<file path="config.mk">
export PLATFORM = sky130hd
export DESIGN_NAME = scba_class_tbl
export DESIGN_NICKNAME = d
export VERILOG_FILES = /design/src/design/scba_pkg.sv /design/src/design/scba_class_tbl.sv
export VERILOG_INCLUDE_DIRS = /design/src /design/src/design
export SDC_FILE = /design/constraint.sdc
export NUM_CORES = 1
export LEC_CHECK = 0
export BUFFER_PORTS_ARGS = -buffer_cell sky130_fd_sc_hd__buf_2
export CAP_MARGIN = 20
export CORE_UTILIZATION = 50
export CTS_CLUSTER_SIZE = 30
export DETAILED_ROUTE_END_ITERATION = 10
export PLACE_DENSITY = 0.64
export SLEW_MARGIN = 20
export SYNTH_ARGS = -nofsm -noshare
export SYNTH_HDL_FRONTEND = slang
export SYNTH_SLANG_ARGS = --single-unit
</file>
<file path="constraint.sdc">
create_clock -name clk -period 3.5 [get_ports clk]
set_input_delay 0.7 -clock clk [delete_from_list [all_inputs] [get_ports clk]]
set_output_delay 0.7 -clock clk [all_outputs]
set_load 0.02 [all_outputs]
</file>
<file path="src/design/size_class_block_allocator_core_assert.svh">
// ----------------------------------------------------------------------------
// Allocator assertion macros
// Concurrent assertion wrappers; they compile to nothing under SYNTHESIS.
// ----------------------------------------------------------------------------
`ifndef SIZE_CLASS_BLOCK_ALLOCATOR_CORE_ASSERT_SVH
`define SIZE_CLASS_BLOCK_ALLOCATOR_CORE_ASSERT_SVH

`ifndef SYNTHESIS

// same-cycle implication
`define SCBA_ASSERT_IMP(lbl, clk, rst_n, ante, cons) \
  lbl: assert property (@(posedge clk) disable iff (!rst_n) (ante) |-> (cons)) \
    else $error("scba assertion failed");

// next-cycle implication
`define SCBA_ASSERT_NXT(lbl, clk, rst_n, ante, cons) \
  lbl: assert property (@(posedge clk) disable iff (!rst_n) (ante) |=> (cons)) \
    else $error("scba assertion failed");

`else

`define SCBA_ASSERT_IMP(lbl, clk, rst_n, ante, cons)
`define SCBA_ASSERT_NXT(lbl, clk, rst_n, ante, cons)

`endif

`endif

</file>
<file path="src/design/scba_pkg.sv">
// ----------------------------------------------------------------------------
// Size-class block allocator package
// Shared widths, codes, payload and command types.
// ----------------------------------------------------------------------------
package scba_pkg;

  localparam int ADDR_W          = 14;
  localparam int POOL_W          = 15;
  localparam int SIZE_W          = 10;
  localparam int CLASS_SHIFT     = 4;
  localparam int CLS_FW          = SIZE_W - CLASS_SHIFT;
  localparam int SLOT_W          = ADDR_W - 1;
  localparam int STORE_DEPTH     = 1 << SLOT_W;
  localparam int NEED_W          = 11;

  localparam int NUM_CLASSES_DEF = 32;
  localparam int POOL_MAX_BYTES  = 16384;
  localparam int HEADER_BYTES    = 2;
  localparam int ADDR_SPACE      = 1 << ADDR_W;
  localparam int LIMIT_CAP       = (POOL_MAX_BYTES < ADDR_SPACE) ? POOL_MAX_BYTES : ADDR_SPACE;
  localparam int POOL_RST        = 16384;

  localparam logic [1:0] MODE_ALLOC = 2'd0;
  localparam logic [1:0] MODE_FREE  = 2'd1;
  localparam logic [1:0] MODE_CLEAR = 2'd2;

  localparam logic [1:0] STAT_OK        = 2'd0;
  localparam logic [1:0] STAT_TOO_LARGE = 2'd1;
  localparam logic [1:0] STAT_EXHAUSTED = 2'd2;

  typedef enum logic [2:0] {
    S_IDLE,
    S_TAG,
    S_FCLS,
    S_ACLS,
    S_LINK,
    S_DONE
  } scba_state_t;

  typedef struct packed {
    logic [1:0]        mode;
    logic [SIZE_W-1:0] alloc_size;
    logic [ADDR_W-1:0] free_address;
  } scba_in_t;

  typedef struct packed {
    logic [ADDR_W-1:0] result_address;
    logic [1:0]        status;
  } scba_out_t;

  typedef struct packed {
    logic [ADDR_W-1:0] head;
    logic [ADDR_W-1:0] tail;
  } cls_ent_t;

  typedef struct packed {
    logic              rd_en;
    logic [CLS_FW-1:0] rd_idx;
    logic              wr_en;
    logic [CLS_FW-1:0] wr_idx;
    cls_ent_t          wr_ent;
    logic              set_ne;
    logic              clr_ne;
    logic [CLS_FW-1:0] ne_idx;
    logic              clr_all;
  } cls_cmd_t;

  typedef struct packed {
    logic              link_rd;
    logic [SLOT_W-1:0] link_rd_slot;
    logic              link_wr;
    logic [SLOT_W-1:0] link_wr_slot;
    logic [ADDR_W-1:0] link_wr_data;
    logic              tag_rd;
    logic [SLOT_W-1:0] tag_rd_slot;
    logic              tag_wr;
    logic [SLOT_W-1:0] tag_wr_slot;
    logic [CLS_FW-1:0] tag_wr_data;
  } blk_cmd_t;

endpackage

</file>
<file path="src/design/scba_class_tbl.sv">
// ----------------------------------------------------------------------------
// Class table
// Head/tail memory per size class plus a nonempty flag register per class.
// ----------------------------------------------------------------------------
module scba_class_tbl
  import scba_pkg::*;
#(
  parameter int NUM_CLASSES = NUM_CLASSES_DEF
) (
  input  logic     clk,
  input  logic     rst_n,
  input  cls_cmd_t cmd,
  output cls_ent_t rd_ent,
  output logic     rd_ne
);

  localparam int CLS_W = (NUM_CLASSES > 1) ? $clog2(NUM_CLASSES) : 1;

  cls_ent_t               ent_mem [NUM_CLASSES];
  cls_ent_t               rd_ent_r;
  logic [CLS_W-1:0]       rd_idx_r;
  logic [NUM_CLASSES-1:0] ne_r;

  always_ff @(posedge clk) begin
    if (cmd.wr_en) begin
      ent_mem[cmd.wr_idx[CLS_W-1:0]] <= cmd.wr_ent;
    end
    if (cmd.rd_en) begin
      rd_ent_r <= ent_mem[cmd.rd_idx[CLS_W-1:0]];
      rd_idx_r <= cmd.rd_idx[CLS_W-1:0];
    end
  end

  // flags act as valid bits: head/tail are only used while the flag is set
  always_ff @(posedge clk) begin
    if (!rst_n || cmd.clr_all) begin
      ne_r <= '0;
    end else begin
      if (cmd.set_ne) ne_r[cmd.ne_idx[CLS_W-1:0]] <= 1'b1;
      if (cmd.clr_ne) ne_r[cmd.ne_idx[CLS_W-1:0]] <= 1'b0;
    end
  end

  assign rd_ent = rd_ent_r;
  assign rd_ne  = ne_r[rd_idx_r];

`include "size_class_block_allocator_core_assert.svh"

  `SCBA_ASSERT_IMP(a_ne_excl, clk, rst_n, cmd.set_ne, !cmd.clr_ne)
  `SCBA_ASSERT_IMP(a_clr_quiet, clk, rst_n, cmd.clr_all, !cmd.wr_en && !cmd.set_ne)
  `SCBA_ASSERT_NXT(a_clr_empty, clk, rst_n, cmd.clr_all, ne_r == '0)

endmodule

</file>
==> results by group, run 1 <==
Global route
  • GRT Total Usage: 24.3%
  • Largest net degree at the start of global routing: 78
  • Global route hottest layer: met2
  • Met3 Use GR: 4.11%
  • GR Util met2: 39.5%
  • Initial antenna violation count: 6
  • Grt ovf: 0
  • M1 GR Usage: 33.4%
  • Vias in the first global route: 20000
  • Global-route wire length before repair: 132000 um

Drt
  • Antenna-violating nets left: 0
  • DR vias: 20100
  • Number of DRC markers in iteration 0: 2033
  • Routed WL per cell: 27.3 um
  • # DRC: 0
  • Vias per inst: 5.99
  • Drt first pass iters: 7
  • Final WL: 91400 um

Timing
  • Worst Skew: 0.0173 ns
  • Final Cycle Share: 94.8%
  • Final TNS setup: 0 ns
  • Slew margin rel.: 30.8%
  • Fmax: 0.301 GHz
  • Final worst path period need: 3.32 ns
  • Final-report hold violation count: 0
  • Fin. max-slew vios: 0
  • Final setup fails: 0
  • Worst hold slack: 0.328 ns
  • RSZ-0062 raised after global routing: no
  • Worst Tran Pin Value: 1.04 ns

Cells and area
  • Synth-to-Final Area Change: 14.5%
  • Multi-input gate area: 8450 um2
  • Post-route design area: 42900 um2
  • Layout filler cell count: 5499
  • Share of cells above drive strength 1: 15.1%
  • Final cell count without fillers: 3345
  • Seq. cell area: 28500 um2
  • Fin nets: 2358

Yosys
  • Number of flops mapped to enable cells by yosys: 929
  • Post-synthesis cell type count: 32
  • Async S/R FF share, synth: 0%
  • Syn. warnings: 0
  • Main synth FF type: edfxtp_1
  • Mapped Cells: 2161
  • Yosys top cell area share: 74.5%
  • Seq cells post-synth: 961
  • Synth area leaders: edfxtp_1 75%, mux2i_1 12%, a22oi_1 1.8%
  • Leading area contributor after synthesis: edfxtp_1
  • Seq/Total Area, Yosys: 76.2%
  • Synthesized area: 37400 um2
  • Mean Syn Cell Area: 17.3 um2
  • Syn nets: 2214

Clocking
  • CTS Hold Buffers Added: 0
  • CTS tree: done
  • Clk sink count: 961
  • Cts repair resizes: 0
  • TritonCTS buffer count: 96
  • Worst-skew pair later-pin latency: 0.65 ns
  • Number of post-CTS setup repair buffers: 0
  • CTS H-Tree Depth: 3
  • Worst-path clk slew: 0.06 ns
  • Clk Tree Root Cell: clkbuf_16
  • Max clock buf depth: 3

Placed design
  • Port buffer count: 78
  • Final GP Congestion: 0.771
  • Final HPWL DP: 52000 um
  • Placement Cell Area: 39800 um2
  • Post-Place Cells: 3166

Critical path
  • Critical path data arrival time: 2.62 ns
  • Kind of critical path: reg2out
  • Worst R2R Path Depth: 5
  • Nature of the critical path startpoint: flip-flop
  • CP Capture Type: output port
  • Crit path max fanout: 15
  • Critical path required time: 2.80 ns

Run
  • Max_cap viols: 0

Run status
  • Status: finished clean

Power and ir drop
  • VDD IR max: 0.470 mV
  • Pwr Total: 24.2 mW
  • Pwr/cell area: 565 nW/um2
  • Leak: 14.9 nW

Worst hold path
  • Hold path depth: 1
  • Worst min path class: in2reg

Floorplanning
  • Starting Density: 50.9%
  • Row count: 99
  • Die Span Y: 276 um
  • Area of the core: 73600 um2
  • Die area: 76000 um2
  • Boundary pin count: 82
  • Die width: 276 um
-- synth_stat cells, types with 11 or more instances --
cell / instances
a22o_1: 56
buf_4: 29
buf_1: 11
mux2i_1: 464
a31oi_1: 28
edfxtp_1: 929
buf_2: 29
nand2_1: 94
clkbuf_1: 47
dfxtp_1: 32
nand3_1: 88
nor2_1: 37
a211oi_1: 33
a22oi_1: 88
buf_6: 12
a21oi_1: 119
nor3_1: 28
-- state kept, by name, summed over array words and instances (netlist names) --
register  cells
ent_mem     896
ne_r         32
rd_idx_r      5
rd_ent       28
-- layout by cell type (no fill, tap or decap), types with 23 or more instances in the layout --
cell | synthesis | final
a21oi_1 | 119 | 119
clkinv_2 | 0 | 23
mux2i_1 | 464 | 464
buf_4 | 29 | 58
nand3_1 | 88 | 88
buf_12 | 0 | 39
a22oi_1 | 88 | 88
nand2_1 | 94 | 93
clkinv_1 | 0 | 23
nor3_1 | 28 | 28
a31oi_1 | 28 | 28
clkbuf_16 | 0 | 97
buf_2 | 29 | 77
nor2_4 | 0 | 33
a22o_1 | 56 | 56
dfxtp_1 | 32 | 32
edfxtp_1 | 929 | 929
a211oi_1 | 33 | 33
-- cell type report --
class | instances | share of cell area [%]
antenna | 2 | 0.0117
clock buffer | 113 | 5.80
clock inverter | 64 | 1.38
multi-input combinational | 1071 | 19.7
sequential | 961 | 66.5
tap | 959 | 2.80
timing repair buffer | 175 | 3.77
-- routing by layer --
metal	part of all wire (%)	routed length, um
met5	0.014	13
met4	2.7	2460
met3	6.4	5860
met2	48	44200
met1	43	38900
-- power breakdown --
part / switching, mW / internal [mW] / leakage, nW / total [mW]
combinational: 0.865 / 0.434 / 4.75 / 1.30
sequential: 0.0538 / 12.8 / 8.65 / 12.8
clock: 4.25 / 5.83 / 1.52 / 10.1
total: 5.16 / 19.1 / 14.9 / 24.2
-- cells by family (layout without fill, tap and decap cells) --
family                 count (synthesis)  after routing  share of synthesized area, %
AOI/OAI and AO/OA                    325            325                          5.82
buffers and inverters                129            352                          1.93
DFF                                  961            961                          76.2
muxes                                464            464                          12.4
other                                  0              2                             0
and+or+nand+nor                      282            282                          3.63
-- critical path, cell delays in order, from the launching register on --
cell,delay (ns)
edfxtp_1,0.90
buf_4,0.25
mux2i_1,0.20
a22oi_1,0.11
a311o_1,0.35
buf_2,0.17
-- stage by stage --
step | utilization, % | setup slack [ns]
6_report | 58.3 | 0.181
5_1_grt | 58.3 | 0.0311
4_1_cts | 58.3 | 0.142
3_5_place_dp | 54.1 | 0.710
2_1_floorplan | - | 0.632
3_3_place_gp | 54.1 | 0.712
-- final timing paths --
kind / start / to / slack [ns]
setup / recovery: rd_idx_r[1] / rd_ne / 0.18
hold / removal: cmd[48] / rd_idx_r[4] / 0.33
setup reg to reg: ent_mem[7][14] / rd_ent[14] / 1.83
hold reg to reg: ne_r[18] / ne_r[18] / 0.52
Note: power is estimated with default switching activity, not from simulation.
==> run 2, diff against run 1 <==
CELL_PAD_IN_SITES_DETAIL_PLACEMENT = 2   (was default)
CELL_PAD_IN_SITES_GLOBAL_PLACEMENT = 2   (was default)
CORE_UTILIZATION = 48   (was 50)
PLACE_DENSITY = 0.77   (was 0.64)
clock period = 3.8 ns   (was 3.5 ns; I/O delays follow)
==> run 2 against run 1 <==
  * Via count grew 8.4%
  * Critical path depth grew 1
  * Hold slack gained 0.068 ns
  * Final area grew 0.27%
  * Clock power is essentially flat
  * Register-to-register slack is essentially flat
  * Sequential power shrank 7%
  * Count of clock-buffer cells in the layout grew 10
  * Wire length grew 41%
  * Critical path type unchanged
  * Highest routed layer unchanged
==> results by group, run 2 (synthesis results as in run 1) <==
Run
  • Max_cap viols: 0 (unchanged)

Drt
  • DR vias: 21700 (+8.4%)
  • Routed WL per cell: 37.6 um (+38%)
  • # DRC: 0 (unchanged)
  • Vias per inst: 6.34 (+5.8%)
  • Drt first pass iters: 5 (-2)
  • Final WL: 129000 um (+41%)
  • Antenna-violating nets left: 0 (unchanged)
  • Number of DRC markers in iteration 0: 2150 (+5.8%)

Power and ir drop
  • VDD IR max: 0.475 mV (+1.2%)
  • Leak: 15.0 nW (+0.19%)
  • Pwr/cell area: 541 nW/um2 (-4.1%)

Timing
  • Fmax: 0.281 GHz
  • Final TNS setup: 0 ns (unchanged)
  • Final setup fails: 0 (unchanged)
  • Worst Skew: 0.0223 ns (+0.00504 ns)
  • RSZ-0062 raised after global routing: no
  • Post-route setup slack: 0.247 ns (+0.0661 ns)
  • Slew margin rel.: 34.2% (+3.5 points)
  • Final worst path period need: 3.55 ns
  • Worst Tran Pin Value: 0.986 ns (-0.0522 ns)
  • Final Cycle Share: 93.5%
  • Worst hold slack: 0.396 ns (+0.0677 ns)
  • Fin. max-slew vios: 0 (unchanged)
  • Final-report hold violation count: 0 (unchanged)

Clocking
  • Worst-path clk slew: 0.06 ns (about the same)
  • Worst-skew pair later-pin latency: 0.66 ns (about the same)
  • Clk Tree Root Cell: clkbuf_16
  • CTS Hold Buffers Added: 0 (unchanged)
  • Number of post-CTS setup repair buffers: 0 (unchanged)
  • TritonCTS buffer count: 100 (+4.2%)
  • CTS H-Tree Depth: 3 (unchanged)
  • CTS tree: done
  • Cts repair resizes: 0 (unchanged)
  • Max clock buf depth: 3 (unchanged)
  • Clk sink count: 961 (unchanged)

Critical path
  • Critical path data arrival time: 2.79 ns (+0.17 ns)
  • Nature of the critical path startpoint: flip-flop
  • Crit path max fanout: 14 (-1)
  • Critical path required time: 3.04 ns (+0.24 ns)
  • CP Capture Type: output port
  • Kind of critical path: reg2out
  • Reg-to-reg slack, setup: 1.82 ns (about the same)

Global route
  • Global-route wire length before repair: 181000 um (+38%)
  • GRT Total Usage: 33.0% (+8.7 points)
  • Vias in the first global route: 23900 (+20%)
  • Initial antenna violation count: 13 (+7)
  • Grt ovf: 0 (unchanged)
  • Largest net degree at the start of global routing: 61 (-22%)

Floorplanning
  • Die area: 79100 um2 (+4.1%)
  • Die Span Y: 281 um (+2.0%)
  • Starting Density: 48.4% (-2.5 points)
  • Area of the core: 77300 um2 (+5.1%)
  • Boundary pin count: 82 (unchanged)
  • Row count: 102 (+3.0%)
  • Die width: 281 um (+2.0%)

Placed design
  • Final HPWL DP: 72000 um (+38%)
  • Final GP Congestion: 0.775 (+0.41%)
  • Port buffer count: 78 (unchanged)
  • Post-Place Cells: 3241 (+2.4%)
  • Post-Place Setup Slack: 0.676 ns (-0.0343 ns)

Cells and area
  • Layout filler cell count: 6680 (+21%)
  • Fin nets: 2356 (-0.085%)
  • Synth-to-Final Area Change: 14.9%
  • Final cell count without fillers: 3429 (+2.5%)
  • Multi-input gate area: 8450 um2 (unchanged)
  • Most frequent cells in the layout: 929 x edfxtp_1, 464 x mux2i_1, 119 x a21oi_1
  • Seq. cell area: 28500 um2 (unchanged)
  • Commonest non-fill, non-tap cell in the layout: edfxtp_1
  • Final core utilization: 55.6% (-2.7 points)
  • Share of cells above drive strength 1: 15.3% (+0.20 points)
  • Largest register FFs: 896 (unchanged)

Run status
  • Status: finished clean

Worst hold path
  • Worst min path class: in2reg
-- run 2: cell types whose count changed in the layout (fill, tap and decap cells not counted), moves of 2 or more --
| cell | before | now |
|---|---|---|
| buf_12 | 39 | 31 |
| clkbuf_16 | 97 | 105 |
| clkinv_1 | 23 | 19 |
| clkinv_2 | 23 | 27 |
| inv_6 | 5 | 1 |
| clkinvlp_4 | 1 | 4 |
| buf_4 | 58 | 60 |
| clkinv_4 | 0 | 2 |
| inv_16 | 2 | 0 |
-- run 2: final timing paths --
kind | startpoint | endpoint | depth (start not counted)
setup / recovery | rd_idx_r[1] | rd_ne | 6
hold / removal | cmd[47] | rd_idx_r[3] | 1
setup reg to reg | ent_mem[1][14] | rd_ent[14] | 5
hold reg to reg | ne_r[22] | ne_r[22] | 2
-- run 2: stage by stage --
stage               total power, mW  area, um2
finish                         23.3      43000
global route                   23.7      43000
CTS                            23.4      43000
detailed placement             13.3      39800
global placement               13.2      39800
floorplan                      12.7      37400
-- run 2: final cells by class --
class / instances / share of cell area, %
clock inverter: 62 / 1.24
antenna: 3 / 0.0175
clock buffer: 123 / 6.29
timing repair buffer: 169 / 3.42
tap: 1040 / 3.03
sequential: 961 / 66.4
multi-input combinational: 1071 / 19.6
-- run 2: critical path, cell delays in order, from the launching register on --
cell and delay (ns):
edfxtp_1 0.97, mux2i_1 0.34, a22oi_1 0.15, nand3_1 0.14, nand2_1 0.06, a311o_1 0.29
buf_2 0.17
-- run 2: per-layer routing --
metal	up-vias	track usage (%)	wire (um)
met5	-	0	61
met4	10	13.2	5000
met3	270	5.50	8060
met2	933	55.8	64500
met1	11700	42.4	51400
li1	8875	-	-
-- run 2: report_power, final --
part           total, mW  switching (mW)  internal [mW]
Sequential          11.9          0.0764           11.8
Clock               10.1            4.45           5.66
Combinational       1.32           0.928          0.388
Total               23.3            5.45           17.8
